File: config.mk
export PLATFORM = sky130hd
export DESIGN_NAME = sms_fifo
export DESIGN_NICKNAME = d
export VERILOG_FILES = /design/src/sv/sms_pkg.sv /design/src/sv/sms_fifo.sv
export SDC_FILE = /design/constraint.sdc
export NUM_CORES = 1
export LEC_CHECK = 0
export BUFFER_PORTS_ARGS = -buffer_cell sky130_fd_sc_hd__buf_2
export CORE_UTILIZATION = 30
export DETAILED_ROUTE_END_ITERATION = 10
export SLEW_MARGIN = 20
export SYNTH_ARGS = -nofsm -noshare
export SYNTH_HDL_FRONTEND = slang
export SYNTH_SLANG_ARGS = --single-unit
File: constraint.sdc
create_clock -name clk -period 4.2 [get_ports clk]
set_input_delay 0.21 -clock clk [delete_from_list [all_inputs] [get_ports clk]]
set_output_delay 0.21 -clock clk [all_outputs]
set_load 0.01 [all_outputs]
File: src/sv/sms_pkg.sv
package sms_pkg;

  localparam int BLOB_PITCH = 8;
  localparam int DEEP_RUNS = 3 * BLOB_PITCH;
  localparam int DEEP_IW = $clog2(DEEP_RUNS);

  localparam int QUEUE_AW = 2;
  localparam int QUEUE_DEPTH = 1 << QUEUE_AW;

  localparam logic [15:0] FULL = 16'hffff;
  localparam logic [15:0] EDGE_LO = 16'd1229;
  localparam logic [15:0] EDGE_HI = 16'd2458;
  localparam logic [17:0] S_BASE = 18'd196605;
  localparam logic [15:0] OPAQUE_MIN = 16'd1311;
  localparam logic [9:0] RUN_MAX = 10'd1023;

  // floor(n / d) as (n * recip) >> shift, exact over the operand range
  localparam logic [26:0] T_RECIP = 27'd111829906;
  localparam int T_SHIFT = 37;
  localparam logic [20:0] W_RECIP = 21'd1677722;
  localparam int W_SHIFT = 25;
  localparam logic [16:0] ALPHA_RECIP = 17'd65281;
  localparam int ALPHA_SHIFT = 24;

  localparam logic [31:0] HASH_X = 32'd374761393;
  localparam logic [31:0] HASH_Y = 32'd668265263;
  localparam logic [31:0] HASH_MIX = 32'd1274126177;
  localparam logic [15:0] GRAIN_BASE = 16'd30147;
  localparam logic [12:0] GRAIN_SPAN = 13'd5243;

  typedef logic [7:0] rgb_t [3];
  localparam rgb_t DRY_TOP = '{8'd235, 8'd200, 8'd130};
  localparam rgb_t DRY_DEEP = '{8'd175, 8'd140, 8'd75};
  localparam rgb_t WET_COL = '{8'd110, 8'd85, 8'd55};

  typedef struct packed {
    logic        column_start;
    logic [15:0] sand_coverage;
    logic [15:0] wetness;
    logic [8:0]  pixel_x;
    logic [8:0]  pixel_y;
  } sms_in_t;

  typedef struct packed {
    logic [7:0] alpha;
    logic [7:0] red;
    logic [7:0] green;
    logic [7:0] blue;
  } sms_out_t;

  typedef struct packed {
    logic        opaque;
    logic [7:0]  alpha;
    logic [15:0] deep;
    logic [15:0] wet;
    logic [15:0] grain;
  } sms_mid_t;

  typedef logic [15:0] deep_lut_t [DEEP_RUNS];

  function automatic deep_lut_t deep_lut_init();
    deep_lut_t lut;
    for (int i = 0; i < DEEP_RUNS; i++) begin
      lut[i] = 16'((i * 65535) / DEEP_RUNS);
    end
    return lut;
  endfunction

  localparam deep_lut_t DEEP_LUT = deep_lut_init();

  function automatic logic [15:0] deep_frac(input logic [9:0] run);
    logic [15:0] d;
    if (run >= 10'(DEEP_RUNS)) begin
      d = FULL;
    end else begin
      d = DEEP_LUT[run[DEEP_IW-1:0]];
    end
    return d;
  endfunction

  // floor(n / 65535): n = h*65536 + l = h*65535 + (h + l), folded three times
  function automatic logic [34:0] div_ffff(input logic [49:0] n);
    logic [34:0] r1;
    logic [19:0] r2;
    logic [16:0] r3;
    logic [34:0] q;
    r1 = 35'(n[49:16]) + 35'(n[15:0]);
    r2 = 20'(r1[34:16]) + 20'(r1[15:0]);
    r3 = 17'(r2[19:16]) + 17'(r2[15:0]);
    q = 35'(n[49:16]) + 35'(r1[34:16]) + 35'(r2[19:16]) + 35'(r3 >= 17'(FULL));
    return q;
  endfunction

endpackage

File: src/sv/sms_fifo.sv
module sms_fifo (
  input  logic              clk,
  input  logic              rst_n,
  input  logic              push_valid,
  output logic              push_stall,
  input  sms_pkg::sms_mid_t push_req,
  output logic              pop_valid,
  input  logic              pop_stall,
  output sms_pkg::sms_mid_t pop_req
);
  import sms_pkg::*;

  sms_mid_t              mem [QUEUE_DEPTH];
  logic [QUEUE_AW-1:0]   wr_ptr_r, wr_ptr_nxt, rd_ptr_r, rd_ptr_nxt;
  logic [QUEUE_AW:0]     count_r, count_nxt;
  logic                  push, pop;

  assign push_stall = (count_r == (QUEUE_AW+1)'(QUEUE_DEPTH));
  assign pop_valid = (count_r != '0);
  assign push = push_valid && !push_stall;
  assign pop = pop_valid && !pop_stall;
  assign pop_req = mem[rd_ptr_r];

  always_comb begin
    wr_ptr_nxt = push ? wr_ptr_r + QUEUE_AW'(1) : wr_ptr_r;
    rd_ptr_nxt = pop ? rd_ptr_r + QUEUE_AW'(1) : rd_ptr_r;
    unique case ({push, pop})
      2'b10: count_nxt = count_r + (QUEUE_AW+1)'(1);
      2'b01: count_nxt = count_r - (QUEUE_AW+1)'(1);
      default: count_nxt = count_r;
    endcase
  end

  always_ff @(posedge clk) begin
    if (!rst_n) begin
      wr_ptr_r <= '0;
      rd_ptr_r <= '0;
      count_r <= '0;
    end else begin
      wr_ptr_r <= wr_ptr_nxt;
      rd_ptr_r <= rd_ptr_nxt;
      count_r <= count_nxt;
    end
  end

  always_ff @(posedge clk) begin
    if (push) begin
      mem[wr_ptr_r] <= push_req;
    end
  end

endmodule

==> metrics.json <==
{
  "clock_tree": {
    "count_of_clock_tree_sinks": 237,
    "cts-buffers-inserted": 24,
    "post_cts_buffers": 0,
    "insertion_delay_ns": 0.50,
    "cts_max_path_buffers": 3,
    "htreeDepth": 1,
    "cts_root_buffer": "clkbuf_16",
    "clock_tree_from_tritoncts": "yes",
    "worst_setup_hold_path_clk_slew_ns": 0.06
  },
  "hold_path": {
    "min_delay_path_depth": 2,
    "hold_path_class": "in2reg"
  },
  "global_route": {
    "grt_pass1_wl_mm": 24.1,
    "grt_antenna_before_repair": 0,
    "grt_remaining_overflow": 0,
    "number_of_global_route_vias_before_repair": 4469,
    "groute.usage.overall_pct": 10.8,
    "pin_count_of_the_biggest_net_entering_global_routing": 58
  },
  "yosys": {
    "nets_in_the_synthesized_netlist": 419,
    "post_synth_instance_area_sq_um": 8710,
    "combinational_family_with_the_most_area_after_synthesis": "multiplexers",
    "basic_gate_share_of_the_synthesized_area_counting_and_or_nand_and_nor_cells_pct": 1.25,
    "yosys-top-cells-area": "edfxtp_1 (79%), mux4_2 (15%), dfxtp_1 (2.1%), ha_1 (0.72%), buf_6 (0.52%)",
    "netlist.area_leader.share_pct": 78.6,
    "synth_compound_area_share_pct": 0.431,
    "largest_area_contributor_in_the_synthesized_netlist": "edfxtp_1",
    "post_synth_xor_area_fraction_pct": 0.201,
    "synthMuxAreaShare_pct": 15.1,
    "netlist-cell-type-count": 23,
    "yosysWarnings": 0,
    "synthesis.area_per_instance_sq_um": 24.7,
    "synth-adder-area-share_pct": 0.948,
    "synth_seq_cells": 237,
    "synth_seq_area_share_pct": 80.7,
    "postSynthCellCount": 352
  },
  "sta": {
    "fin_hold_ws_ns": 0.0421,
    "share_of_the_cycle_needed_by_the_critical_path_after_routing_pct": 57.2,
    "finalCriticalPeriod_ns": 2.40,
    "grt_setup_unrepaired": "no",
    "tightestPinTransition_ns": 0.910,
    "setup_total_negative_slack_ns": 0,
    "setup_viol": 0,
    "maxSlewHeadroom_pct": 39.3,
    "final_max_slew_viol_count": 0,
    "finalClockSkew_ns": 0.00624,
    "hold_violations": 0,
    "max_clock_freq_mhz": 417
  },
  "power_and_ir_drop": {
    "powerDensity_nw_per_um2": 574,
    "report.power.total_w": 0.00640,
    "p_leak_nw": 3.73,
    "worst_ir_drop_on_vdd_v": 0.000346
  },
  "floorplan": {
    "ios": 120,
    "core.rowCount": 62,
    "die_y_um": 172,
    "floorplan.initialDensity_pct": 30.4,
    "fp.coreArea_sq_um": 28600,
    "floorplan.die_area_sq_um": 29700,
    "die-width_um": 172
  },
  "route": {
    "wirelength_mm": 16.1,
    "num_vias": 4152,
    "post_drt_wl_per_cell_um": 17.0,
    "antenna_left": 0,
    "dr.first_iter.drc_count": 253,
    "dr.pass1.iters": 4,
    "vias_per_cell": 4.39,
    "drcViolationCount": 0
  },
  "worst_setup_path": {
    "logic_depth_of_the_worst_register_to_register_path": 9,
    "worst-setup-path-type": "reg2out",
    "start_kind": "register",
    "crit_path_cell_trace": "buf_16 > mux4_2 > buf_2",
    "crit_required_ns": 3.99,
    "critical_path.endpoint_type": "output pin",
    "crit_path_max_incr_delay_ns": 0.63,
    "cp_slowest_cell": "dfxtp_4",
    "cp.arrival_ns": 2.19,
    "crit_path_max_fanout": 28
  },
  "final_layout": {
    "post_route_cells_drive_above_1_share_pct": 39.9,
    "count_of_inserted_antenna_diode_cells": 0,
    "nets": 610,
    "area_growth_syn_to_layout_pct": 28.2
  },
  "placement": {
    "finalWeightedCongestion": 0.660,
    "detailedPlacementHpwl_mm": 9.18,
    "io_buffers": 119
  },
  "outcome": {
    "run_status": "finished clean"
  },
  "job": {
    "timing.max_cap.violations": 0
  }
}
[repair_timing]
| item | 4_1_cts | 5_1_grt |
|---|---|---|
| endpoints found under the hold margin | 228 | 0 |
| resized for setup | 0 | 0 |
| hold buffers | 57 | 0 |
[sequential cells by signal (all words and copies together), names as in the netlist, named ones only]
register / count
wr_ptr_r: 2
rd_ptr_r: 2
count_r: 3
mem: 228
[final cells by class]
type	count	area (sq um)
multi-input combinational	94	1570
clock inverter	12	170
clock buffer	32	672
sequential	237	7030
inverter	7	26.3
timing repair buffer	179	1210
fill	2587	17500
tap	384	480
[path summary, 6_finish.rpt]
check / from / to / slack, ns
hold reg to reg: rd_ptr_r[1] / register / 0.48
setup / recovery: register / pop_req[28] / 1.80
hold / removal: rst_n / register / 0.04
setup reg to reg: count_r[2] / count_r[2] / 1.84
[cell usage after synthesis]
cell,number
inv_1,7
buf_6,4
nand2_1,6
xor2_1,1
ha_1,5
buf_2,4
nand2b_1,1
nor3b_1,2
xnor2_1,1
dfxtp_1,9
fa_1,1
o21ai_0,3
buf_4,2
nor2b_1,1
mux2i_1,3
nor3_1,1
edfxtp_1,228
nor2_1,1
and2_1,6
clkbuf_1,4
mux4_2,57
or3_1,2
a21boi_0,3
[critical path: cells and delay by family (launching register included)]
| family | cells | cell delay [ns] |
|---|---|---|
| flops | 1 | 0.63 |
| mux | 1 | 0.56 |
| buf+inv | 2 | 0.46 |
[per-stage QoR]
stage          cells  cell area [sq um]  setup slack, ns  utilization (%)
6_report         945              11200             1.80             39.0
5_1_grt          945              11200             1.63             39.0
4_1_cts          944              11100             1.33             38.9
3_5_place_dp     843               9720             1.86             34.0
3_3_place_gp     843               9720             1.88             34.0
2_1_floorplan    352               8710             1.58                -
[routing by layer]
metal,track usage [%],vias to the layer above,share of wire [%]
li1,-,1857,-
met1,13.2,2179,42
met2,19.1,92,51
met3,2.17,24,4.7
met4,3.08,0,1.8
met5,0,-,0
[cell families after synthesis]
| family | after synthesis |
|---|---|
| DFF | 237 |
| muxes | 60 |
| buffers and inverters | 21 |
| and+or+nand+nor | 20 |
| AOI/OAI and AO/OA | 6 |
| adders and majority gates | 6 |
| xor gates and xnor gates | 2 |
[where the power goes]
part | internal, W | switching [W] | leakage (nW) | total, W
logic | 0.000618 | 0.000591 | 1.16 | 0.00121
registers | 0.00285 | 0.000133 | 2.17 | 0.00299
clock network | 0.00137 | 0.000834 | 0.401 | 0.00221
total | 0.00484 | 0.00156 | 3.73 | 0.00640
[cell usage in the layout (no fill, tap or decap), drive strengths merged, types with 5 or more instances in the layout]
master       instances
buf                122
ha                   5
inv                  7
edfxtp             228
and2                 6
dfxtp                9
dlygate4sd3         57
nand2                6
clkbuf              32
mux4                57
Power figures use the tool's default switching activity.
