==> src/sv/sms_pkg.sv <==
package sms_pkg;

  localparam int BLOB_PITCH = 8;
  localparam int DEEP_RUNS = 3 * BLOB_PITCH;
  localparam int DEEP_IW = $clog2(DEEP_RUNS);

  localparam int QUEUE_AW = 2;
  localparam int QUEUE_DEPTH = 1 << QUEUE_AW;

  localparam logic [15:0] FULL = 16'hffff;
  localparam logic [15:0] EDGE_LO = 16'd1229;
  localparam logic [15:0] EDGE_HI = 16'd2458;
  localparam logic [17:0] S_BASE = 18'd196605;
  localparam logic [15:0] OPAQUE_MIN = 16'd1311;
  localparam logic [9:0] RUN_MAX = 10'd1023;

  // floor(n / d) as (n * recip) >> shift, exact over the operand range
  localparam logic [26:0] T_RECIP = 27'd111829906;
  localparam int T_SHIFT = 37;
  localparam logic [20:0] W_RECIP = 21'd1677722;
  localparam int W_SHIFT = 25;
  localparam logic [16:0] ALPHA_RECIP = 17'd65281;
  localparam int ALPHA_SHIFT = 24;

  localparam logic [31:0] HASH_X = 32'd374761393;
  localparam logic [31:0] HASH_Y = 32'd668265263;
  localparam logic [31:0] HASH_MIX = 32'd1274126177;
  localparam logic [15:0] GRAIN_BASE = 16'd30147;
  localparam logic [12:0] GRAIN_SPAN = 13'd5243;

  typedef logic [7:0] rgb_t [3];
  localparam rgb_t DRY_TOP = '{8'd235, 8'd200, 8'd130};
  localparam rgb_t DRY_DEEP = '{8'd175, 8'd140, 8'd75};
  localparam rgb_t WET_COL = '{8'd110, 8'd85, 8'd55};

  typedef struct packed {
    logic        column_start;
    logic [15:0] sand_coverage;
    logic [15:0] wetness;
    logic [8:0]  pixel_x;
    logic [8:0]  pixel_y;
  } sms_in_t;

  typedef struct packed {
    logic [7:0] alpha;
    logic [7:0] red;
    logic [7:0] green;
    logic [7:0] blue;
  } sms_out_t;

  typedef struct packed {
    logic        opaque;
    logic [7:0]  alpha;
    logic [15:0] deep;
    logic [15:0] wet;
    logic [15:0] grain;
  } sms_mid_t;

  typedef logic [15:0] deep_lut_t [DEEP_RUNS];

  function automatic deep_lut_t deep_lut_init();
    deep_lut_t lut;
    for (int i = 0; i < DEEP_RUNS; i++) begin
      lut[i] = 16'((i * 65535) / DEEP_RUNS);
    end
    return lut;
  endfunction

  localparam deep_lut_t DEEP_LUT = deep_lut_init();

  function automatic logic [15:0] deep_frac(input logic [9:0] run);
    logic [15:0] d;
    if (run >= 10'(DEEP_RUNS)) begin
      d = FULL;
    end else begin
      d = DEEP_LUT[run[DEEP_IW-1:0]];
    end
    return d;
  endfunction

  // floor(n / 65535): n = h*65536 + l = h*65535 + (h + l), folded three times
  function automatic logic [34:0] div_ffff(input logic [49:0] n);
    logic [34:0] r1;
    logic [19:0] r2;
    logic [16:0] r3;
    logic [34:0] q;
    r1 = 35'(n[49:16]) + 35'(n[15:0]);
    r2 = 20'(r1[34:16]) + 20'(r1[15:0]);
    r3 = 17'(r2[19:16]) + 17'(r2[15:0]);
    q = 35'(n[49:16]) + 35'(r1[34:16]) + 35'(r2[19:16]) + 35'(r3 >= 17'(FULL));
    return q;
  endfunction

endpackage

==> src/sv/sms_back.sv <==
module sms_back (
  input  logic              clk,
  input  logic              rst_n,
  input  logic              q_valid,
  output logic              q_stall,
  input  sms_pkg::sms_mid_t q_req,
  output logic              out_valid,
  input  logic              out_stall,
  output sms_pkg::sms_out_t out_req
);
  import sms_pkg::*;

  logic        adv;
  logic [3:0]  bv_r, bv_nxt;
  logic        out_v_r;
  sms_mid_t    item_r [4];
  sms_out_t    out_r, out_nxt;

  logic [7:0]         drop [3];
  logic [23:0]        m1 [3];
  logic [23:0]        n1_r [3];
  logic [23:0]        n1_nxt [3];
  logic [7:0]         c2_r [3];
  logic [7:0]         c2_nxt [3];
  logic signed [8:0]  dd [3];
  logic signed [26:0] pr [3];
  logic [23:0]        base3 [3];
  logic signed [26:0] sum3 [3];
  logic [23:0]        n3_r [3];
  logic [23:0]        n3_nxt [3];
  logic [7:0]         c4_r [3];
  logic [7:0]         c4_nxt [3];
  logic [23:0]        sp [3];
  logic [7:0]         ch [3];

  assign adv = !(out_v_r && out_stall);
  assign q_stall = !adv;
  assign out_valid = out_v_r;
  assign out_req = out_r;
  assign bv_nxt = {bv_r[2:0], q_valid};

  always_comb begin
    for (int c = 0; c < 3; c++) begin
      // depth blend, top colour towards deep colour
      drop[c] = DRY_TOP[c] - DRY_DEEP[c];
      m1[c] = 24'(drop[c]) * 24'(q_req.deep);
      n1_nxt[c] = ({DRY_TOP[c], 16'b0} - 24'(DRY_TOP[c])) - m1[c];
      c2_nxt[c] = 8'(div_ffff(50'(n1_r[c])));

      // wetness blend, may move either way
      dd[c] = $signed({1'b0, WET_COL[c]}) - $signed({1'b0, c2_r[c]});
      pr[c] = dd[c] * $signed({1'b0, item_r[1].wet});
      base3[c] = {c2_r[c], 16'b0} - 24'(c2_r[c]);
      sum3[c] = $signed({3'b0, base3[c]}) + pr[c];
      n3_nxt[c] = sum3[c][23:0];
      c4_nxt[c] = 8'(div_ffff(50'(n3_r[c])));

      sp[c] = 24'(c4_r[c]) * 24'(item_r[3].grain);
      ch[c] = sp[c][23] ? 8'hff : sp[c][22:15];
    end
  end

  always_comb begin
    out_nxt = '0;
    if (item_r[3].opaque) begin
      out_nxt.alpha = item_r[3].alpha;
      out_nxt.red = ch[0];
      out_nxt.green = ch[1];
      out_nxt.blue = ch[2];
    end
  end

  always_ff @(posedge clk) begin
    if (!rst_n) begin
      bv_r <= '0;
      out_v_r <= 1'b0;
    end else if (adv) begin
      bv_r <= bv_nxt;
      out_v_r <= bv_r[3];
    end
  end

  always_ff @(posedge clk) begin
    if (adv) begin
      item_r[0] <= q_req;
      for (int i = 1; i < 4; i++) begin
        item_r[i] <= item_r[i-1];
      end
      for (int c = 0; c < 3; c++) begin
        n1_r[c] <= n1_nxt[c];
        c2_r[c] <= c2_nxt[c];
        n3_r[c] <= n3_nxt[c];
        c4_r[c] <= c4_nxt[c];
      end
      out_r <= out_nxt;
    end
  end

endmodule

==> config.mk <==
export PLATFORM = sky130hd
export DESIGN_NAME = sms_back
export DESIGN_NICKNAME = d
export VERILOG_FILES = /design/src/sv/sms_pkg.sv /design/src/sv/sms_back.sv
export SDC_FILE = /design/constraint.sdc
export NUM_CORES = 2
export LEC_CHECK = 0
export BUFFER_PORTS_ARGS = -buffer_cell sky130_fd_sc_hd__buf_4
export CAP_MARGIN = 20
export CORE_MARGIN = 3
export CORE_UTILIZATION = 40
export DETAILED_ROUTE_END_ITERATION = 16
export GPL_ROUTABILITY_DRIVEN = 0
export PLACE_DENSITY = 0.58
export SKIP_CTS_REPAIR_TIMING = 1
export SLEW_MARGIN = 20
export SYNTH_ARGS = -nofsm -noshare
export SYNTH_HDL_FRONTEND = slang
export SYNTH_SLANG_ARGS = --single-unit
==> constraint.sdc <==
create_clock -name clk -period 17.6 [get_ports clk]
set_clock_uncertainty 0.15 [all_clocks]
set_input_delay 1.76 -clock clk [delete_from_list [all_inputs] [get_ports clk]]
set_output_delay 1.76 -clock clk [all_outputs]
set_load 0.02 [all_outputs]
==> metrics list <==
- TritonCTS built the clock tree.
- Cell type of the slowest stage on the worst timing path: sky130_fd_sc_hd__a2111oi_0
- Critical Path AT: 7.86 ns
* Port Buffers: 94
* Clk sink count: 353
- The core region is 121000 um2.
- Layout cells sized above 1: 6.05%
- The setup check on the worst reg-to-reg path leaves a slack of 9.93 ns.
- Highest-count cells in the layout ignoring fill and taps: sky130_fd_sc_hd__inv_1 (926), sky130_fd_sc_hd__fa_1 (666), sky130_fd_sc_hd__nand2_1 (571)
- CP Class: flop to flop
- WL final: 110000 um
* Flip-flop and latch count after synthesis: 353
* Accumulated negative setup slack: 0 ns
- Area of the die: 126000 um2
- Via-to-Cell Ratio: 5.03
- DRT Pass-1 Iters: 5
- Area used by sequential logic in the layout: 10600 um2
- In the final layout, the multi-input gates occupy 34400 um2.
* Area growth from synthesis to layout: 8.64%
- Data on the critical path is required at its endpoint by 17.79 ns.
- Number of global-route vias before repair: 35928
- STA classifies the critical path endpoint as a flop.
- The floorplan step set the die width to 356 um.
* Diode count: 0
- Rel. slew slack: 29.5%
* Half-perimeter wire length of the detailed placement result: 85900 um
- Synthesized instance count: 5046
- Maximum root-to-sink buffer count: 3
* Antenna violation net count after detailed routing: 0
* Final Max Slew Viols: 0
- The first global-routing pass estimated 185000 um of wire.
- The filler cells instantiated in the layout total 11643.
* Clock Root Buffer: sky130_fd_sc_hd__clkbuf_16
- Initial core utilization: 40.5%
* Clock period minus final worst setup slack: 7.67 ns
- Cell mode on critical path: sky130_fd_sc_hd__ha_1
- Among all flip-flop cells after synthesis, the most frequent one is sky130_fd_sc_hd__edfxtp_1.
* Number of antenna violations at the first check in global routing: 0
- In the routed design, unresolved DRC markers number 0.
- Final core occ: 44.0%
- Worst skew pair latency: 0.62 ns
- Vias: 33899
- The final hold violation count is 0.
- Final count of negative-setup-slack endpoints: 0
- GR Util All Layers: 18.0%
- Min-delay worst type: flop to flop
* Core Rows: 127
* GRT Residual Overflow: 0
- Dividing the detail-routed wire length by the instance count gives 16.4 um.
- Async SR Flop Fraction: 0%
- # Max-Cap Violations: 0
* Type of origin of the critical path: flop
- During synthesis, Yosys emitted a total of 0 warnings.
- Entering global routing, the biggest net connects 141 pins.
- Total CTS buffers: 44
- I/O pin total: 95
* H-tree depth: 2
* Netlist cell types: 87
- Max Fanout on Critical Path: 10
* Sequential fraction of the synthesis area: 21.6%
- In the finished design, the share of the clock period the worst path needs comes to 43.6%.
- Die height: 356 um
- Nets: 6343
- In this run the cell area of the synthesized design comes to 48900 um2.
- Average footprint of a synthesized cell: 9.69 um2
- Starting DRT DRC Count: 1519
- Hold is met by 0.265 ns.
* Unrepaired setup endpoints after global routing: no
- Post-synth EDFFs: 348
- In this design, the stage delay of the slowest critical-path cell is 0.73 ns.
* CTS clk-pin slew, worst paths: 0.06 ns
* Transition at the pin with the smallest max-transition slack: 1.05 ns
- Leading cell type in the layout, fill and taps excluded: sky130_fd_sc_hd__inv_1
- The run finished with clean final reports.
- Max Clock Freq: 130 MHz
Yosys cell counts (all sizes together), types with 8 or more instances:
master   count  share of area (%)
nor3        71               0.73
nor3b       14               0.22
o21ai      108                1.1
nand3       81               0.83
nor2       168                1.3
a211o        8               0.14
nor2b       72               0.92
o211ai      14               0.22
xor2       110                2.0
ha         522                 13
nand4       23               0.29
a31oi       25               0.32
clkbuf     140                1.1
nor4b        9               0.19
xnor2      207                3.7
a211oi      27               0.44
o31a        11               0.20
inv        926                7.1
nand2b      75               0.96
or2         69               0.88
and3        46               0.59
nand3b      18               0.28
edfxtp     348                 21
nand2      572                4.4
fa         666                 27
a21oi      134                1.4
a21o        47               0.72
or3         28               0.36
and2       259                3.3
and4         8               0.14
a21boi      14               0.22
a2111oi     10               0.19
o21a        55               0.84
mux2i        8               0.16
o31ai       20               0.31
o21bai      17               0.26
nor4         9               0.13
per-layer routing:
layer	track usage, %	routed length [um]
met5	0	0
met4	3.55	1650
met3	1.90	4180
met2	32.6	55700
met1	23.1	49000
registers in the layout, indices dropped and copies added, names as in the netlist:
signal / count
item_r: 133
n3_r: 72
n1_r: 63
out_req: 32
c2_r: 24
c4_r: 24
bv_r: 4
out_valid: 1
worst paths after layout:
check | from | cells after the start | endpoint
min reg2reg | item_r[0][19] | 0 | item_r[1][19]
max | item_r[0][32] | 29 | c2_r[0][23]
min | item_r[0][19] | 0 | item_r[1][19]
max reg2reg | item_r[0][32] | 29 | c2_r[0][23]
cell families (layout without fill, tap and decap cells):
kind of cell | Yosys count | count (layout) | synth area share (%)
other | 1 | 2 | 0.00767
flip-flops | 353 | 353 | 21.6
XOR/XNOR | 317 | 317 | 5.68
adder cells (fa/ha/maj) | 1189 | 1189 | 40.7
multiplexers | 9 | 9 | 0.187
AND/OR/NAND/NOR | 1546 | 1546 | 16.0
AO/OA/AOI/OAI | 562 | 562 | 7.70
buffers and inverters | 1069 | 1150 | 8.21
final cells by class:
type / instances / share of cell area [%]
Sequential cell: 353 / 19.9
Timing Repair Buffer: 144 / 2.06
Multi-Input combinational cell: 3625 / 64.7
Inverter: 926 / 6.55
Clock inverter: 33 / 0.848
Clock buffer: 47 / 2.13
Tap cell: 1612 / 3.80
metrics by stage:
stage          instances  worst slack (ns)  area (um2)
6_report            6740              9.93       53100
5_1_grt             6740              9.29       53100
4_1_cts             6740              9.84       53100
3_5_place_dp        6660              9.88       51500
3_3_place_gp        6660              10.0       51500
2_1_floorplan       5047              4.67       48900
worst max-delay path, delay by kind of cell, from the launching register on:
family,cells,cell delay [ns]
simple gates,10,2.41
flops,1,0.40
xor+xnor,1,0.15
compound gates,9,2.17
buf+inv,2,0.14
fa+ha+maj,7,1.98
Power is left out: the tool's default activity adds up to more than one toggle a clock period on the data nets, which glitch-free logic cannot reach.
